[src/hw/rtl/sdt_pkg.sv]
// Shared types and constants of the stereo dual-tap delay unit.
// No dependencies; every other file in this block imports it.

package sdt_pkg;

   // Configuration registers: width of each and the index of each on the write port
   localparam int CSR_IDX_W  = 8;
   localparam int CSR_DATA_W = 16;
   localparam int DLY_W      = 15;
   localparam int GAIN_W     = 15;

   localparam logic [CSR_IDX_W-1:0] REG_LEFT_DELAY  = 8'd0;
   localparam logic [CSR_IDX_W-1:0] REG_RIGHT_DELAY = 8'd1;
   localparam logic [CSR_IDX_W-1:0] REG_LEFT_GAIN   = 8'd2;
   localparam logic [CSR_IDX_W-1:0] REG_RIGHT_GAIN  = 8'd3;

   localparam logic [GAIN_W-1:0] GAIN_RESET = 15'd32767;

   // Index arithmetic width: covers the largest supported frame count plus one
   localparam int IDX_CALC_W = 17;

   // Output queue: holds frames that have left the pipeline but are not yet delivered
   localparam int FIFO_DEPTH = 4;
   localparam int FIFO_AW    = 2;
   localparam int CNT_W      = 3;

   // Delay reduction: reciprocal of the frame count and the product width
   localparam int RED_RECIP_W = DLY_W + 2;
   localparam int RED_PROD_W  = DLY_W + RED_RECIP_W;

   // Per-tap read qualifiers, carried next to the read of the frame store
   typedef struct packed {
      logic hit;     // tap reads the frame written in the same cycle
      logic filled;  // tap entry was written by an earlier frame
   } sdt_tap_flag_type;

endpackage

[src/hw/rtl/sdt_delay_mod.sv]
// Delay reduction unit: takes a written delay modulo the frame count by a reciprocal
// multiply: quotient in the write cycle, remainder in the next cycle. Depends on sdt_pkg.

module sdt_delay_mod
   import sdt_pkg::*;
#(
   parameter int FRAMES = 32768
) (
   input  logic             clock,
   input  logic             reset,
   input  logic             start,
   input  logic [DLY_W-1:0] value,
   output logic             busy,
   output logic             done,
   output logic [DLY_W-1:0] result
);

   // shift of DLY_W plus the ceiling log2 of the frame count keeps the quotient exact
   localparam int     RED_SHIFT  = DLY_W + $clog2(FRAMES);
   localparam longint RECIP_FULL = ((longint'(1) << RED_SHIFT) + longint'(FRAMES) - 1)
                                   / longint'(FRAMES);
   localparam logic [RED_RECIP_W-1:0] RECIP = RED_RECIP_W'(RECIP_FULL);

   logic                  busy_ff;
   logic [DLY_W-1:0]      val_ff;
   logic [DLY_W-1:0]      quot_ff, quot_in;
   logic [RED_PROD_W-1:0] prod_x;
   logic [RED_PROD_W-1:0] back_x;

   always_comb begin
      prod_x  = RED_PROD_W'(value) * RED_PROD_W'(RECIP);
      quot_in = DLY_W'(prod_x >> RED_SHIFT);
   end

   always_ff @(posedge clock) begin
      if (reset) begin
         busy_ff <= 1'b0;
      end else begin
         busy_ff <= start;
      end
   end

   always_ff @(posedge clock) begin
      if (start) begin
         val_ff  <= value;
         quot_ff <= quot_in;
      end
   end

   // remainder fits DLY_W bits, so the low bits of the difference are exact
   always_comb begin
      back_x = RED_PROD_W'(quot_ff) * RED_PROD_W'(FRAMES);
      result = val_ff - back_x[DLY_W-1:0];
   end

   assign busy = busy_ff;
   assign done = busy_ff;

endmodule

[config.mk]
export PLATFORM = sky130hd
export DESIGN_NAME = sdt_delay_mod
export DESIGN_NICKNAME = d
export VERILOG_FILES = /design/src/hw/rtl/sdt_pkg.sv /design/src/hw/rtl/sdt_delay_mod.sv
export SDC_FILE = /design/constraint.sdc
export NUM_CORES = 1
export LEC_CHECK = 0
export BUFFER_PORTS_ARGS = -buffer_cell sky130_fd_sc_hd__buf_2
export CORE_UTILIZATION = 28
export DETAILED_ROUTE_END_ITERATION = 6
export GPL_ROUTABILITY_DRIVEN = 0
export SKIP_LAST_GASP = 1
export SLEW_MARGIN = 40
export SYNTH_ARGS = -nofsm -noshare
export SYNTH_HDL_FRONTEND = slang
export SYNTH_SLANG_ARGS = --single-unit
export TNS_END_PERCENT = 10
[constraint.sdc]
create_clock -name clock -period 0.8 [get_ports clock]
set_clock_uncertainty 0.15 [all_clocks]
set_input_delay 0.04 -clock clock [delete_from_list [all_inputs] [get_ports clock]]
set_output_delay 0.04 -clock clock [all_outputs]
set_load 0.01 [all_outputs]
==> impl_metrics.ini, run 1 <==
[route]
wire_per_inst_um = 10.3
wl_um = 909
dr.pass1.iters = 5
vias_per_cell = 4.09
drtIter0Drc = 4
drc = 0
antenna_left = 0
via_count = 360

[yosys]
synthDistinctLibCells = 4
avgSynthCellArea_sq_um = 27.3
ys_seq_area_share_pct = 95.7
ys_ff_latch = 16
ys_warn_count = 0
synth_fp_nets = 36
synthCells = 18
syn_area_sq_um = 492

[critical_path]
cp.required_ns = 0.61
crit_path_max_incr_delay_ns = 0.39
crit_fanout = 1
cp.arrival_ns = 0.81
start_kind = flop
slowest_stage = edfxtp_1
worstPathCellList = buf_2
path_class = flop to output pin
worstSetupEndpointType = output pin
crit_buf_inv = 1
path_delay_family = flip-flops

[hold_path]
worstHoldStart = start
whs_path_depth = 2
hold_end = val_ff[12]
hold_class = input pin to flop

[sta]
tns_ns = -2.88
period_share_pct = 125
rsz0062_at_grt = yes
tightest_slew_ns = 0.0901
setup_viol = 19
slew_viol_final = 0
finalHoldWorstSlack_ns = -0.0133
period_needed_ns = 1.00
maxSlewHeadroom_pct = 94.0
clock.fmax_mhz = 998
hold_viol = 15
fin_ws_ns = -0.202

[finish]
fin_nets = 91
final_cell_mix = 34 x buf_2, 16 x dlygate4sd3_1, 15 x edfxtp_1
area_growth_pct = 81.2
fillers = 124
final_common_cell = buf_2
multi_input_area_sq_um = 13.8
final_layout_size_suffix_gt1_share_pct = 55.6
n_antenna_cell = 0
register_area_sq_um = 470
layout.cells.non_filler = 88

[job]
cap_violations = 0

[global_route]
antenna_found_initial = 0
grt_pass1_vias = 371
grt_pass1_wl_um = 1370
grt_max_degree = 17
grt_usage_pct = 10.1
grt_overflow = 0

[placement]
post-place-ws_ns = 0.0593
port_buffers = 34
placed_cells_incl_taps = 68

[power_and_ir_drop]
clock_power_share_pct = 29.7
sequentialPowerShare_pct = 57.4
peakVddDrop_mv = 1.07
p_int_mw = 1.40
p_comb_share_pct = 13.0
switching_share_pct = 19.8
power.density_nw_per_um2 = 1950
p_sw_mw = 0.345
power_mw = 1.74
leakagePower_nw = 0.395

[clocking]
cts_root_buf = clkbuf_4
cts_buffers = 3
htreeDepth = 1
clkTransAtPathRegs_ns = 0.09
cts_tree = built
cts_hold_buffers = 16
clkSinkCount = 16
post_cts_resized = 0
clockBufferDepth = 2

[outcome]
violations = negative hold slack, negative setup slack
outcome = finished with violations

[floorplanning]
fp.dieArea_sq_um = 1930
design.core.area_sq_um = 1580
ios = 35
die-width_um = 43.9
rows = 14
die_h_um = 43.9
start_util_pct = 31.2
-- Yosys cell counts --
library cell  number  area [sq um]
edfxtp_1          15           450
buf_4              1          7.51
dfxtp_1            1          20.0
nor2b_4            1          13.8
-- state kept, by name, indices dropped and copies added, names as in the netlist --
signal and flops:
val_ff 15, busy 1
-- power by group through the flow --
stage	logic, mW	registers, mW	clock network (mW)
final	0.226	0.998	0.517
after global routing	0.244	1.00	0.569
after CTS	0.227	0.999	0.533
after detailed placement	0.168	1.02	0
after global placement	0.167	1.02	0
after floorplan	0.00947	1.06	0
-- layout make-up --
type	count	area share (%)
Clock buffer	4	4.07
Tap cell	16	2.25
Multi-Input combinational cell	1	1.54
Sequential cell	16	52.8
Timing Repair Buffer	51	39.3
-- stage by stage --
| stage | hold slack, ns | utilization [%] | cell area, sq um |
|---|---|---|---|
| floorplan | -0.0457 | - | 492 |
| global placement | 0.0690 | 44.0 | 694 |
| detailed placement | 0.0681 | 44.0 | 694 |
| CTS | -0.0173 | 56.5 | 891 |
| global route | -0.0201 | 56.5 | 891 |
| finish | -0.0133 | 56.5 | 891 |
-- metal layers --
metal  vias up  part of all wire (%)  GRT usage [%]
met3         0                   7.0           2.50
met1       160                    37           9.51
met5         -                     0              0
li1        179                     -              -
met2        21                    56           20.3
met4         0                     0           3.64
-- cell families after synthesis --
family | count (synthesis) | share of synthesized area [%]
AND/OR/NAND/NOR | 1 | 2.80
buffers and inverters | 1 | 1.53
flip-flops | 16 | 95.7
-- repair_timing --
item / in CTS / in global routing
endpoints found under the hold margin: 31 / 15
endpoints found under the setup margin: 17 / 18
gates cloned: 0 / 0
setup buffers: 0 / 0
-- worst max path at each step --
stage,startpoint,to,slack (ns),cells after the start
3_5_place_dp,start,val_ff[5],0.06,2
2_1_floorplan,busy,done,0.12,1
6_report,val_ff[9],result[9],-0.20,1
4_1_cts,val_ff[9],result[9],-0.21,1
3_3_place_gp,start,val_ff[5],0.07,2
5_1_grt,val_ff[9],result[9],-0.24,1
No activity file was read; power rests on OpenSTA's default activity.
==> run 2: changes to the inputs <==
Settings changed: PLACE_DENSITY set to 0.59.
==> run 2 against run 1 <==
The run ends with design-rule violations, negative setup slack left. Combinational power fell by 4%. Clock-buffer cell count decreased by 1. Wire length up 2.4%. Largest cell class unchanged. Utilization fell by 1.9 points. Design area shrank 3.4%. Flip-flop and latch count stayed put. Sequential power about the same. Critical path type unchanged. Critical endpoint is now result[4]. Via count decreased by 3.9%. First-iteration DRC count fell by 25%.
==> impl_metrics.ini, run 2 (synthesized netlist as in run 1, its figures left out) <==
[critical_path]
cp.required_ns = 0.61
crit_buf_inv = 1
worstSetupEndpointType = output pin
cp.arrival_ns = 0.80
critPathLaunch = val_ff[4]
worstPathCellList = buf_2
path_class = flop to output pin
crit_path_max_incr_delay_ns = 0.38
slowest_stage = edfxtp_1
worstSetupEndpoint = result[4]
crit_cells = 1
start_kind = flop
crit_fanout = 1
path_delay_family = flip-flops

[finish]
fin_nets = 90
register_area_sq_um = 470
n_antenna_cell = 0
final_common_cell = buf_2
multi_input_area_sq_um = 13.8
regMostFlops = val_ff
area_growth_pct = 75.1
final_cell_mix = 34 x buf_2, 16 x dlygate4sd3_1, 15 x edfxtp_1
fillers = 137
largest_register_ffs = 15
final_layout_size_suffix_gt1_share_pct = 53.5

[power_and_ir_drop]
leakagePower_nw = 0.380
power_mw = 1.61
peakVddDrop_mv = 1.02
power.density_nw_per_um2 = 1870

[global_route]
grt_pass1_wl_um = 1360
grt_pass1_vias = 362
antenna_found_initial = 0
grt_usage_pct = 9.96
grt_max_degree = 17
grt_overflow = 0

[floorplanning]
die-width_um = 43.9
die_h_um = 43.9
design.core.area_sq_um = 1580
fp.dieArea_sq_um = 1930
rows = 14
start_util_pct = 31.2
ios = 35

[placement]
post-place-ws_ns = -0.0517
port_buffers = 34

[sta]
slew_viol_final = 0
hold_viol = 0
tightest_slew_ns = 0.335
setup_viol = 25
fin_ws_ns = -0.186
rsz0062_at_grt = yes
period_share_pct = 123
clock.fmax_mhz = 1010
maxSlewHeadroom_pct = 77.7
period_needed_ns = 0.986

[route]
wl_um = 931
drc = 2
antenna_left = 0
wire_per_inst_um = 10.7
via_count = 346
dr.pass1.iters = 5
vias_per_cell = 3.98
drtIter0Drc = 3

[clocking]
clkSinkCount = 16
cts_root_buf = clkbuf_4
cts_tree = built
cts_buffers = 3
clockBufferDepth = 2
clkTransAtPathRegs_ns = 0.08
postCtsSetupBuffers = 0
htreeDepth = 1

[hold_path]
worstHoldStart = start
hold_class = input pin to flop

[outcome]
violations = design-rule violations, negative setup slack
outcome = finished with violations

[job]
cap_violations = 0
run 2: how the worst min path moves through the flow:
stage	to	slack (ns)	depth (start not counted)
finish	busy	0.04	2
global route	val_ff[2]	0.04	1
CTS	val_ff[2]	0.03	1
detailed placement	val_ff[12]	0.07	1
global placement	val_ff[0]	0.07	1
floorplan	busy	-0.05	1
run 2: repair_timing:
item                       4_1_cts  5_1_grt
hold buffers                    16        0
hold endpoints to repair        16        0
gates resized for setup          0        0
setup endpoints to repair       17       18
run 2: area by class of cell:
type | count | share of cell area (%)
clock inverters | 1 | 0.436
flip-flops and latches | 16 | 54.7
clock buffers | 3 | 2.62
multi-input cells | 1 | 1.60
well taps | 16 | 2.33
repair buffers | 50 | 38.4
run 2: stage by stage:
stage	std cells	cell area, sq um	hold slack, ns	utilization, %	setup TNS [ns]
after floorplan	18	492	-0.0457	-	0
after global placement	67	674	0.0685	42.8	-0.445
after detailed placement	67	674	0.0696	42.8	-0.769
after CTS	87	861	0.0328	54.6	-3.03
after global routing	87	861	0.0393	54.6	-3.54
final	87	861	0.0373	54.6	-2.79
run 2: power breakdown:
| group | internal [mW] | leakage (nW) | switching, mW |
|---|---|---|---|
| Clock | 0.180 | 0.0154 | 0.215 |
| Combinational | 0.125 | 0.210 | 0.0915 |
| Sequential | 0.985 | 0.155 | 0.0138 |
| Total | 1.29 | 0.380 | 0.320 |
run 2: layer usage:
metal	track usage [%]	wire length, um	vias up
met2	20.6	527	21
li1	-	-	174
met5	0	0	-
met1	8.92	332	151
met4	0	0	0
met3	5.00	71	0
