--- src/hw/rtl/sdt_pkg.sv ---
// Shared types and constants of the stereo dual-tap delay unit.
// No dependencies; every other file in this block imports it.

package sdt_pkg;

   // Configuration registers: width of each and the index of each on the write port
   localparam int CSR_IDX_W  = 8;
   localparam int CSR_DATA_W = 16;
   localparam int DLY_W      = 15;
   localparam int GAIN_W     = 15;

   localparam logic [CSR_IDX_W-1:0] REG_LEFT_DELAY  = 8'd0;
   localparam logic [CSR_IDX_W-1:0] REG_RIGHT_DELAY = 8'd1;
   localparam logic [CSR_IDX_W-1:0] REG_LEFT_GAIN   = 8'd2;
   localparam logic [CSR_IDX_W-1:0] REG_RIGHT_GAIN  = 8'd3;

   localparam logic [GAIN_W-1:0] GAIN_RESET = 15'd32767;

   // Index arithmetic width: covers the largest supported frame count plus one
   localparam int IDX_CALC_W = 17;

   // Output queue: holds frames that have left the pipeline but are not yet delivered
   localparam int FIFO_DEPTH = 4;
   localparam int FIFO_AW    = 2;
   localparam int CNT_W      = 3;

   // Delay reduction: reciprocal of the frame count and the product width
   localparam int RED_RECIP_W = DLY_W + 2;
   localparam int RED_PROD_W  = DLY_W + RED_RECIP_W;

   // Per-tap read qualifiers, carried next to the read of the frame store
   typedef struct packed {
      logic hit;     // tap reads the frame written in the same cycle
      logic filled;  // tap entry was written by an earlier frame
   } sdt_tap_flag_type;

endpackage

--- src/hw/rtl/sdt_out_fifo.sv ---
// Small output queue that decouples the fixed pipeline from the result receiver.
// Depends on sdt_pkg.

module sdt_out_fifo
   import sdt_pkg::*;
#(
   parameter int DATA_W = 32
) (
   input  logic              clock,
   input  logic              reset,
   input  logic              push,
   input  logic [DATA_W-1:0] push_data,
   input  logic              pop,
   output logic              out_valid,
   output logic [DATA_W-1:0] out_data
);

   logic [DATA_W-1:0]  entry_ff [FIFO_DEPTH];
   logic [FIFO_AW-1:0] wr_ptr_ff, wr_ptr_in;
   logic [FIFO_AW-1:0] rd_ptr_ff, rd_ptr_in;
   logic [CNT_W-1:0]   cnt_ff, cnt_in;

   always_ff @(posedge clock) begin
      if (reset) begin
         wr_ptr_ff <= '0;
         rd_ptr_ff <= '0;
         cnt_ff    <= '0;
      end else begin
         wr_ptr_ff <= wr_ptr_in;
         rd_ptr_ff <= rd_ptr_in;
         cnt_ff    <= cnt_in;
      end
   end

   always_ff @(posedge clock) begin
      if (push) begin
         entry_ff[wr_ptr_ff] <= push_data;
      end
   end

   always_comb begin
      wr_ptr_in = push ? wr_ptr_ff + 1'b1 : wr_ptr_ff;
      rd_ptr_in = pop  ? rd_ptr_ff + 1'b1 : rd_ptr_ff;
      cnt_in    = cnt_ff + CNT_W'(push) - CNT_W'(pop);
   end

   assign out_valid = (cnt_ff != '0);
   assign out_data  = entry_ff[rd_ptr_ff];

endmodule

--- config.mk ---
export PLATFORM = sky130hd
export DESIGN_NAME = sdt_out_fifo
export DESIGN_NICKNAME = d
export VERILOG_FILES = /design/src/hw/rtl/sdt_pkg.sv /design/src/hw/rtl/sdt_out_fifo.sv
export SDC_FILE = /design/constraint.sdc
export NUM_CORES = 1
export LEC_CHECK = 0
export ABC_AREA = 1
export BUFFER_PORTS_ARGS = -buffer_cell sky130_fd_sc_hd__buf_2
export CAP_MARGIN = 20
export CORE_ASPECT_RATIO = 1.4
export CORE_MARGIN = 3
export CORE_UTILIZATION = 61
export CTS_CLUSTER_SIZE = 12
export DETAILED_ROUTE_END_ITERATION = 12
export PLACE_DENSITY = 0.83
export SLEW_MARGIN = 40
export SYNTH_ARGS = -nofsm -noshare
export SYNTH_HDL_FRONTEND = slang
export SYNTH_SLANG_ARGS = --single-unit
--- constraint.sdc ---
create_clock -name clock -period 3.9 [get_ports clock]
set_clock_uncertainty 0.2 [all_clocks]
set_input_delay 0.975 -clock clock [delete_from_list [all_inputs] [get_ports clock]]
set_output_delay 0.975 -clock clock [all_outputs]
set_load 0.01 [all_outputs]
==> summary.md, run 1 <==
| Metric | Value |
|---|---|
| Status | completed |
| Most common cell in the netlist | edfxtp_1 |
| Core Area | 8710 µm² |
| Relative slew slack | 0.507 |
| CTS tree | built |
| Worst r2r src | wr_ptr_ff[0]$_SDFFE_PP0P_ |
| Setup_tns | 0 ns |
| Die Y | 118 µm |
| Die X | 86.3 µm |
| Vias per cell | 5.37 |
| GPL Wtd Cong | 0.767 |
| Worst endpoint required time | 2.72 ns |
| Antenna-violating nets left | 0 |
| Count of cells resized by post-cts repair | 0 |
| Initial Utilization | 0.632 |
| Startpoint type of the worst setup path | flop |
| Buffer count from post-CTS setup fixing | 0 |
| Final setup vio count | 0 |
| Area Overhead vs Synth | 17.9% |
| Post-route minimum period | 2.97 ns |
| # rows | 40 |
| Distinct cells, synth | 16 |
| Worst-Skew Late Latency | 0.41 ns |
| Drt pass-1 iters | 4 |
| Die area | 10,200 µm² |
| Reg2Reg Setup Slack | 1.79 ns |
| Crit-path max FO | 47 |
| Source of the worst hold timing path | rd_ptr_ff[1]$_SDFFE_PP0P_ |
| CTS Root Cell | clkbuf_16 |
| Hold Vio Cnt, Final | 0 |
| Register area share after synthesis | 0.731 |
| Synthesis-stage register bit count | 137 |
| RSZ-0062 raised after global routing | false |
| Sequential share of power | 0.483 |
| Sw frac | 0.214 |
| # port buffers | 68 |
| Initial antenna violation count | 0 |
| Clock Sinks | 137 |
| H-tree levels | 4 |
| Final wirelength | 9600 µm |
| Commonest cells post-synth | 128 x edfxtp_1, 80 x inv_1, 72 x nand2_1, 38 x a21oi_1, 32 x o211ai_1 |
| # IOs | 69 |
| Final Max Tran Viols | 0 |
| Vias in the first global route | 3,319 |
| DRC viols | 0 |
| Leakage | 0.00263 µW |
| Psw | 758 µW |
| Fraction of registers with async set/reset | 0 |
| CTS buffer count | 17 |
| Warnings, synthesis | 0 |
| Final HPWL DP | 5750 µm |
| Max Cap Violations | 0 |
| Initial DRC Count | 281 |
| Total Routing Usage GR | 0.205 |
| Vias | 3,327 |
| Hold Buf Count CTS | 0 |
| Grt ovf | 0 |
| DR WL/cell | 15.5 µm |
| Reg clk slew, reported paths | 0.05 ns |
| Tcrit/Tclk final | 0.763 |
| Dominant synthesized flop cell | edfxtp_1 |
| Post-Syn Instances | 428 |
| Peak supply drop | 0.000429 V |
| Mapped Avg Cell Area | 12.9 µm² |
| Worst-case clock buffer depth | 2 |
| N_diodes | 0 |
| Share of layout cells above drive strength 1 | 0.210 |
| Crit path capture type | output port |
| Logic pwr share | 0.088 |
| Clk network pwr share | 0.429 |
| PD cells | 546 nW/µm² |
| EDFF count, synth | 128 |
| Syn Nets | 471 |
| Yosys top cell area share | 0.699 |
| Largest net degree at the start of global routing | 90 |
| Synth area leaders | edfxtp_1 70%, inv_1 5.5%, nand2_1 4.9%, o211ai_1 4.4%, a21oi_1 3.5% |
| Hold Crit Class | reg -> reg |
| Post-synth top area cell | edfxtp_1 |
| Crit Path Class | reg -> out |
| Mapped Area | 5500 µm² |
| Nets | 545 |
| Fmax | 336 MHz |
| Internal | 2780 µW |
| Worst Tran Pin Value | 0.738 ns |
| Min Hold Slack | 0.288 ns |
| Worst EP arrival | 1.80 ns |
| Global-route wire length before repair | 15,500 µm |
-- sequential cells by signal, summed over array words and instances (netlist names), named ones only --
name	flops
entry_ff	128
cnt_ff	3
rd_ptr_ff	2
wr_ptr_ff	2
-- layout by cell type (no fill, tap or decap), drive strengths merged --
cell	netlist	layout
clkbuf	3	27
nand3	2	2
nor2	3	3
inv	80	80
fa	1	1
clkinv	0	4
o21ai	36	36
o211ai	32	32
a21oi	38	38
buf	18	76
nand2	72	72
clkinvlp	0	1
ha	6	6
dfxtp	9	9
edfxtp	128	128
-- per-stage QoR --
step	total power (µW)	cell area, µm²	utilization	setup WS [ns]	std cells
floorplan	1930	5500	-	1.62	428
global placement	2030	5880	0.675	1.22	587
detailed placement	2050	5880	0.675	1.12	587
CTS	3560	6470	0.743	0.684	619
global route	3680	6490	0.745	0.763	620
finish	3540	6490	0.745	0.925	620
-- worst max-delay path, cell delays in order (launching register included) --
cell	delay, ns
dfxtp_4	0.62
buf_12	0.26
a21oi_1	0.10
o21ai_0	0.12
nand2_1	0.10
buf_2	0.16
-- logic make-up after synthesis --
| kind of cell | share of synthesized area |
|---|---|
| DFF | 0.731 |
| AOI/OAI and AO/OA | 0.111 |
| buffers and inverters | 0.0873 |
| and+or+nand+nor | 0.0530 |
| adders and majority gates | 0.0173 |
-- path summary, 6_finish.rpt --
path	endpoint	depth (start not counted)
max	out_data[19]	5
min	flop	2
max reg2reg	entry_ff[0][2]$_DFFE_PP_	5
min reg2reg	flop	2
-- area by class of cell --
type	count	area (µm²)
sequential	137	4030
fill	522	2220
multi-input combinational	190	997
clock inverter	5	27.5
tap	105	131
clock buffer	27	566
inverter	80	300
timing repair buffer	76	438
-- layer usage --
layer  vias up  share of wire  GRT usage
met5         -              0          0
met4         0          0.018     0.0906
met3        13          0.064     0.0858
met2       107           0.56      0.359
met1      1587           0.36      0.210
li1       1620              -          -
-- power by group through the flow --
stage / logic, µW / registers (µW) / clock network [µW]
5_1_grt: 356 / 1720 / 1610
3_3_place_gp: 284 / 1740 / 0
3_5_place_dp: 300 / 1750 / 0
4_1_cts: 304 / 1720 / 1530
2_1_floorplan: 207 / 1730 / 0
6_report: 312 / 1710 / 1520
No activity file was read; power rests on OpenSTA's default activity.
==> run 2: changes to the inputs <==
- CORE_UTILIZATION: 61 -> 52
- PLACE_DENSITY: 0.83 -> 0.76
- clock period: 3.9 -> 2.45 ns (I/O delays scaled with it)
==> summary.md, run 2 (synthesis gave the netlist of run 1 again) <==
| Metric | Value |
|---|---|
| Multi-input logic area | 997 µm² (unchanged) |
| Source of the worst hold timing path | reset (was rd_ptr_ff[1]$_SDFFE_PP0P_) |
| Area Overhead vs Synth | 19.0% (was 17.9%) |
| Hold EP | cnt_ff[1]$_SDFF_PP0_ |
| Worst endpoint required time | 1.64 ns (was 2.72 ns) |
| DP Area | 5970 µm² (was 5880 µm²) |
| CTS Root Cell | clkbuf_16 (unchanged) |
| Vias | 3,331 (was 3,327) |
| Max reg flops | 128 (unchanged) |
| Core Area | 10,100 µm² (was 8710 µm²) |
| Post-Layout Inst Area | 6550 µm² (was 6490 µm²) |
| Highest routed layer | met4 (unchanged) |
| Reg with most FFs | entry_ff (unchanged) |
| Nets | 546 (was 545) |
| Worst EP arrival | 1.53 ns (was 1.80 ns) |
| Final HPWL DP | 5950 µm (was 5750 µm) |
| Vias per cell | 5.12 (was 5.37) |
| Worst-Skew Late Latency | 0.40 ns (was 0.41 ns) |
| Internal | 4340 µW (was 2780 µW) |
| Hold Vio Cnt, Final | 0 (unchanged) |
| Sw frac | 0.216 (was 0.214) |
| Setup_tns | 0 ns (unchanged) |
| Fmax | 426 MHz |
| # rows | 43 (was 40) |
| Reg2Reg Setup Slack | 0.70 ns (was 1.79 ns) |
| Total Routing Usage GR | 0.174 (was 0.205) |
| Register area | 4030 µm² (unchanged) |
| Global-route wire length before repair | 15,500 µm (about the same) |
| Clock Sinks | 137 (unchanged) |
| Die Y | 128 µm (was 118 µm) |
| Tcrit/Tclk final | 0.958 |
| Largest registers | entry_ff x128, cnt_ff x3 (unchanged) |
| Reg clk slew, reported paths | 0.05 ns (about the same) |
| RSZ-0062 raised after global routing | false (unchanged) |
| Logic pwr share | 0.096 (was 0.088) |
| N_diodes | 0 (unchanged) |
| Commonest non-fill, non-tap cells in the layout | 128 x edfxtp_1, 80 x inv_1, 72 x nand2_1, 68 x buf_2, 38 x a21oi_1 (unchanged) |
| GPL Wtd Cong | 0.743 (was 0.767) |
| Grt ovf | 0 (unchanged) |
| Crit-path max FO | 48 (was 47) |
| Final Max Tran Viols | 0 (unchanged) |
| Final wirelength | 10,100 µm (was 9600 µm) |
| Worst Tran Pin Value | 0.366 ns (was 0.738 ns) |
| Psw | 1200 µW (was 758 µW) |
| Met3 WL | 462 µm (was 610 µm) |
| Met2 wire len | 5600 µm (was 5370 µm) |
| Sequential share of power | 0.489 (was 0.483) |
| Worst-case clock buffer depth | 2 (unchanged) |
| Peak supply drop | 0.000564 V (was 0.000429 V) |
| Initial Utilization | 0.544 (was 0.632) |
| Crit path capture type | output port (unchanged) |
| Antenna-violating nets left | 0 (unchanged) |
| Min Hold Slack | 0.190 ns (was 0.288 ns) |
| Buffer count from post-CTS setup fixing | 0 (unchanged) |
| Met1 Wirelength | 3920 µm (was 3460 µm) |
| H-tree levels | 4 (unchanged) |
| Post-route minimum period | 2.35 ns |
| Leakage | 0.00263 µW (about the same) |
| CTS buffer count | 17 (unchanged) |
| Relative slew slack | 0.756 (was 0.507) |
| DRC viols | 0 (unchanged) |
| Cells on Worst Hold Path | 2 (unchanged) |
| Crit Path Class | reg -> out (unchanged) |
| Drt pass-1 iters | 4 (unchanged) |
| # IOs | 69 (unchanged) |
| Vias in the first global route | 3,372 (was 3,319) |
| Reg2reg path depth | 7 (was 5) |
| CTS tree | built (unchanged) |
| Die X | 92.9 µm (was 86.3 µm) |
| Layout fillers | 774 (was 522) |
| Clk network pwr share | 0.415 (was 0.429) |
| Share of layout cells above drive strength 1 | 0.202 (was 0.210) |
| PD cells | 847 nW/µm² (was 546 nW/µm²) |
| Startpoint type of the worst setup path | flop (unchanged) |
| Hold Buf Count CTS | 0 (unchanged) |
| Final setup vio count | 0 (unchanged) |
| # port buffers | 68 (unchanged) |
| Most common cell after layout, fill and taps aside | edfxtp_1 (unchanged) |
| Die area | 11,900 µm² (was 10,200 µm²) |
| DR WL/cell | 15.5 µm (about the same) |
| Worst reg2reg path endpoint | cnt_ff[2]$_SDFF_PP0_ (was entry_ff[0][2]$_DFFE_PP_) |
| Worst r2r src | cnt_ff[0]$_SDFF_PP0_ (was wr_ptr_ff[0]$_SDFFE_PP0P_) |
| Initial antenna violation count | 0 (unchanged) |
| Max Cap Violations | 0 (unchanged) |
| Largest net degree at the start of global routing | 81 (was 90) |
| Initial DRC Count | 249 (was 281) |
| Hold Crit Class | in -> reg (was reg -> reg) |
| Status | completed (unchanged) |
| Count of cells resized by post-cts repair | 0 (unchanged) |
## run 2: metal layers
| metal | up-vias | global-route usage |
|---|---|---|
| met3 | 13 | 0.0511 |
| met2 | 58 | 0.321 |
| li1 | 1628 | - |
| met5 | - | 0 |
| met1 | 1632 | 0.182 |
| met4 | 0 | 0.0699 |
## run 2: power groups by stage
stage               Sequential [µW]  Clock [µW]  Combinational (µW)
global route                   2720        2440                 602
CTS                            2710        2340                 531
finish                         2710        2300                 534
floorplan                      2750           0                 329
detailed placement             2760           0                 528
global placement               2750           0                 499
## run 2: how the worst max path moves through the flow
stage | start | to | slack (ns)
finish | flop | out_data[2] | 0.10
global route | flop | out_data[2] | 0.006
CTS | flop | out_data[31] | 0.06
detailed placement | pop | cnt_ff[2]$_SDFF_PP0_ | 0.28
global placement | pop | cnt_ff[2]$_SDFF_PP0_ | 0.36
floorplan | pop | cnt_ff[2]$_SDFF_PP0_ | 0.53
## run 2: per-stage QoR
step                 util  setup WS, ns  cells  power, µW
finish              0.647         0.104    651       5540
global route        0.647       0.00621    651       5760
CTS                 0.644        0.0589    650       5580
detailed placement  0.590         0.278    618       3280
global placement    0.590         0.363    618       3250
floorplan               -         0.532    428       3080
## run 2: cell type report
type	instances	share of cell area
clock inverters	12	0.0164
repair buffers	77	0.0776
flip-flops and latches	137	0.615
well taps	135	0.0258
inverters	80	0.0459
multi-input cells	190	0.152
clock buffers	20	0.0667
## run 2: worst max-delay path, cell delays in order, from the launching register on
cell	delay (ns)
dfxtp_4	0.38
buf_12	0.18
a21oi_1	0.20
o21ai_0	0.14
nand2_1	0.09
buf_2	0.13
==> run 3: changes to the inputs <==
- BUFFER_PORTS_ARGS: -buffer_cell sky130_fd_sc_hd__buf_2 -> -buffer_cell sky130_fd_sc_hd__clkbuf_2
==> summary.md, run 3 (synthesis gave the netlist of run 1 again) <==
| Metric | Value |
|---|---|
| Largest registers | entry_ff x128, cnt_ff x3 (unchanged) |
| Total Routing Usage GR | 0.184 (was 0.174) |
| Initial DRC Count | 250 (was 249) |
| Final Max Tran Viols | 0 (unchanged) |
| Drt pass-1 iters | 4 (unchanged) |
| Initial antenna violation count | 0 (unchanged) |
| Tcrit/Tclk final | 0.965 (was 0.958) |
| Max Cap Violations | 0 (unchanged) |
| Crit Path Class | reg -> out (unchanged) |
| H-tree levels | 4 (unchanged) |
| Post-route minimum period | 2.36 ns (was 2.35 ns) |
| Vias | 3,341 (was 3,331) |
| Grt ovf | 0 (unchanged) |
| Hold Vio Cnt, Final | 0 (unchanged) |
| Hold Crit Class | in -> reg (unchanged) |
| Crit path capture type | output port (unchanged) |
| Worst EP arrival | 1.55 ns (was 1.53 ns) |
| Commonest non-fill, non-tap cells in the layout | 128 x edfxtp_1, 80 x inv_1, 71 x nand2_1, 68 x clkbuf_2, 38 x a21oi_1 (was 128 x edfxtp_1, 80 x inv_1, 72 x nand2_1, 68 x buf_2, 38 x a21oi_1) |
| Leakage | 0.00264 µW (was 0.00263 µW) |
| Area Overhead vs Synth | 18.9% (was 19.0%) |
| Die X | 92.9 µm (unchanged) |
| Core Area | 10,100 µm² (unchanged) |
| # rows | 43 (unchanged) |
| Relative slew slack | 0.853 (was 0.756) |
| Status | completed (unchanged) |
| # port buffers | 68 (unchanged) |
| Final wirelength | 10,000 µm (was 10,100 µm) |
| RSZ-0062 raised after global routing | true (was false) |
| Fmax | 423 MHz (was 426 MHz) |
| GPL Wtd Cong | 0.736 (was 0.743) |
| Post-layout util | 0.647 (about the same) |
| Post-Layout Inst Area | 6540 µm² (was 6550 µm²) |
| Most common cell after layout, fill and taps aside | edfxtp_1 (unchanged) |
| Share of layout cells above drive strength 1 | 0.202 (unchanged) |
| CTS buffer count | 17 (unchanged) |
| Vias in the first global route | 3,401 (was 3,372) |
| Crit-path max FO | 53 (was 48) |
| Buffer count from post-CTS setup fixing | 0 (unchanged) |
| DP Area | 5990 µm² (was 5970 µm²) |
| Total Power | 5560 µW (was 5540 µW) |
| Global-route wire length before repair | 16,000 µm (was 15,500 µm) |
| DR WL/cell | 15.4 µm (was 15.5 µm) |
| # IOs | 69 (unchanged) |
| Largest net degree at the start of global routing | 54 (was 81) |
| Source of the worst hold timing path | reset (unchanged) |
| Antenna-violating nets left | 0 (unchanged) |
| Die Y | 128 µm (unchanged) |
| Layout fillers | 772 (was 774) |
| N_diodes | 0 (unchanged) |
| Die area | 11,900 µm² (unchanged) |
| Startpoint type of the worst setup path | flop (unchanged) |
| Reg clk slew, reported paths | 0.05 ns (about the same) |
| Reg with most FFs | entry_ff (unchanged) |
| Peak supply drop | 0.000708 V (was 0.000564 V) |
| Vias per cell | 5.13 (was 5.12) |
| Worst endpoint required time | 1.64 ns (about the same) |
| Max reg flops | 128 (unchanged) |
| DRC viols | 0 (unchanged) |
| CTS tree | built (unchanged) |
| Nets | 546 (unchanged) |
| Hold Buf Count CTS | 0 (unchanged) |
| Worst-Skew Late Latency | 0.40 ns (about the same) |
| Worst Tran Pin Value | 0.218 ns (was 0.366 ns) |
| Initial Utilization | 0.544 (unchanged) |
| Worst-case clock buffer depth | 2 (unchanged) |
| PD cells | 849 nW/µm² (was 847 nW/µm²) |
| Final HPWL DP | 6130 µm (was 5950 µm) |
| Worst r2r src | cnt_ff[0]$_SDFF_PP0_ (unchanged) |
| Clock Sinks | 137 (unchanged) |
| Final setup vio count | 0 (unchanged) |
| CTS Root Cell | clkbuf_16 (unchanged) |
## run 3: cell count changes in the layout (fill, tap and decap cells not counted), sizes merged
cell	before	now
clkinv	9	7
clkbuf	21	89
clkinvlp	1	2
buf	76	9
## run 3: per-layer routing
| metal | global-route usage | vias up | part of all wire |
|---|---|---|---|
| li1 | - | 1628 | - |
| met1 | 0.181 | 1620 | 0.37 |
| met2 | 0.329 | 75 | 0.56 |
| met3 | 0.0664 | 18 | 0.048 |
| met4 | 0.101 | 0 | 0.023 |
| met5 | 0 | - | 0 |
## run 3: metrics by stage
stage	setup TNS, ns	setup WS [ns]	cells	hold WS (ns)
floorplan	0	0.532	428	0.236
global placement	0	0.369	619	0.249
detailed placement	0	0.327	619	0.253
CTS	0	0.0663	651	0.175
global route	-0.00294	-0.00294	651	0.180
finish	0	0.0859	651	0.201
## run 3: report_power, final
part	switching (µW)	internal (µW)
sequential	39.8	2680
combinational	328	192
clock	845	1470
total	1210	4340
## run 3: timing repair
action | CTS | global route
resized for setup | 1 | 1
setup endpoints to repair | 1 | 2
hold endpoints to repair | 0 | 0
gates cloned | 0 | 0
## run 3: layout make-up
| class | count | area (µm²) | area share |
|---|---|---|---|
| multi-input combinational | 190 | 1000 | 0.153 |
| inverter | 80 | 300 | 0.0459 |
| sequential | 137 | 4030 | 0.616 |
| clock buffer | 21 | 440 | 0.0673 |
| timing repair buffer | 77 | 495 | 0.0757 |
| tap | 135 | 169 | 0.0258 |
| clock inverter | 11 | 105 | 0.0161 |
## run 3: path summary, 6_finish.rpt
check / cells past startpoint / slack, ns / endpoint
worst max register to register: 8 / 0.75 / cnt_ff[2]$_SDFF_PP0_
worst min register to register: 2 / 0.26 / flop
worst max-delay path: 5 / 0.09 / out_data[14]
worst min-delay path: 2 / 0.20 / cnt_ff[0]$_SDFF_PP0_
## run 3: worst max-delay path, cell delays in order (launching register included)
cell and delay, ns:
dfxtp_4 0.44, buf_12 0.24, nand2_1 0.10, o211ai_1 0.11, nand2_1 0.09, clkbuf_2 0.13
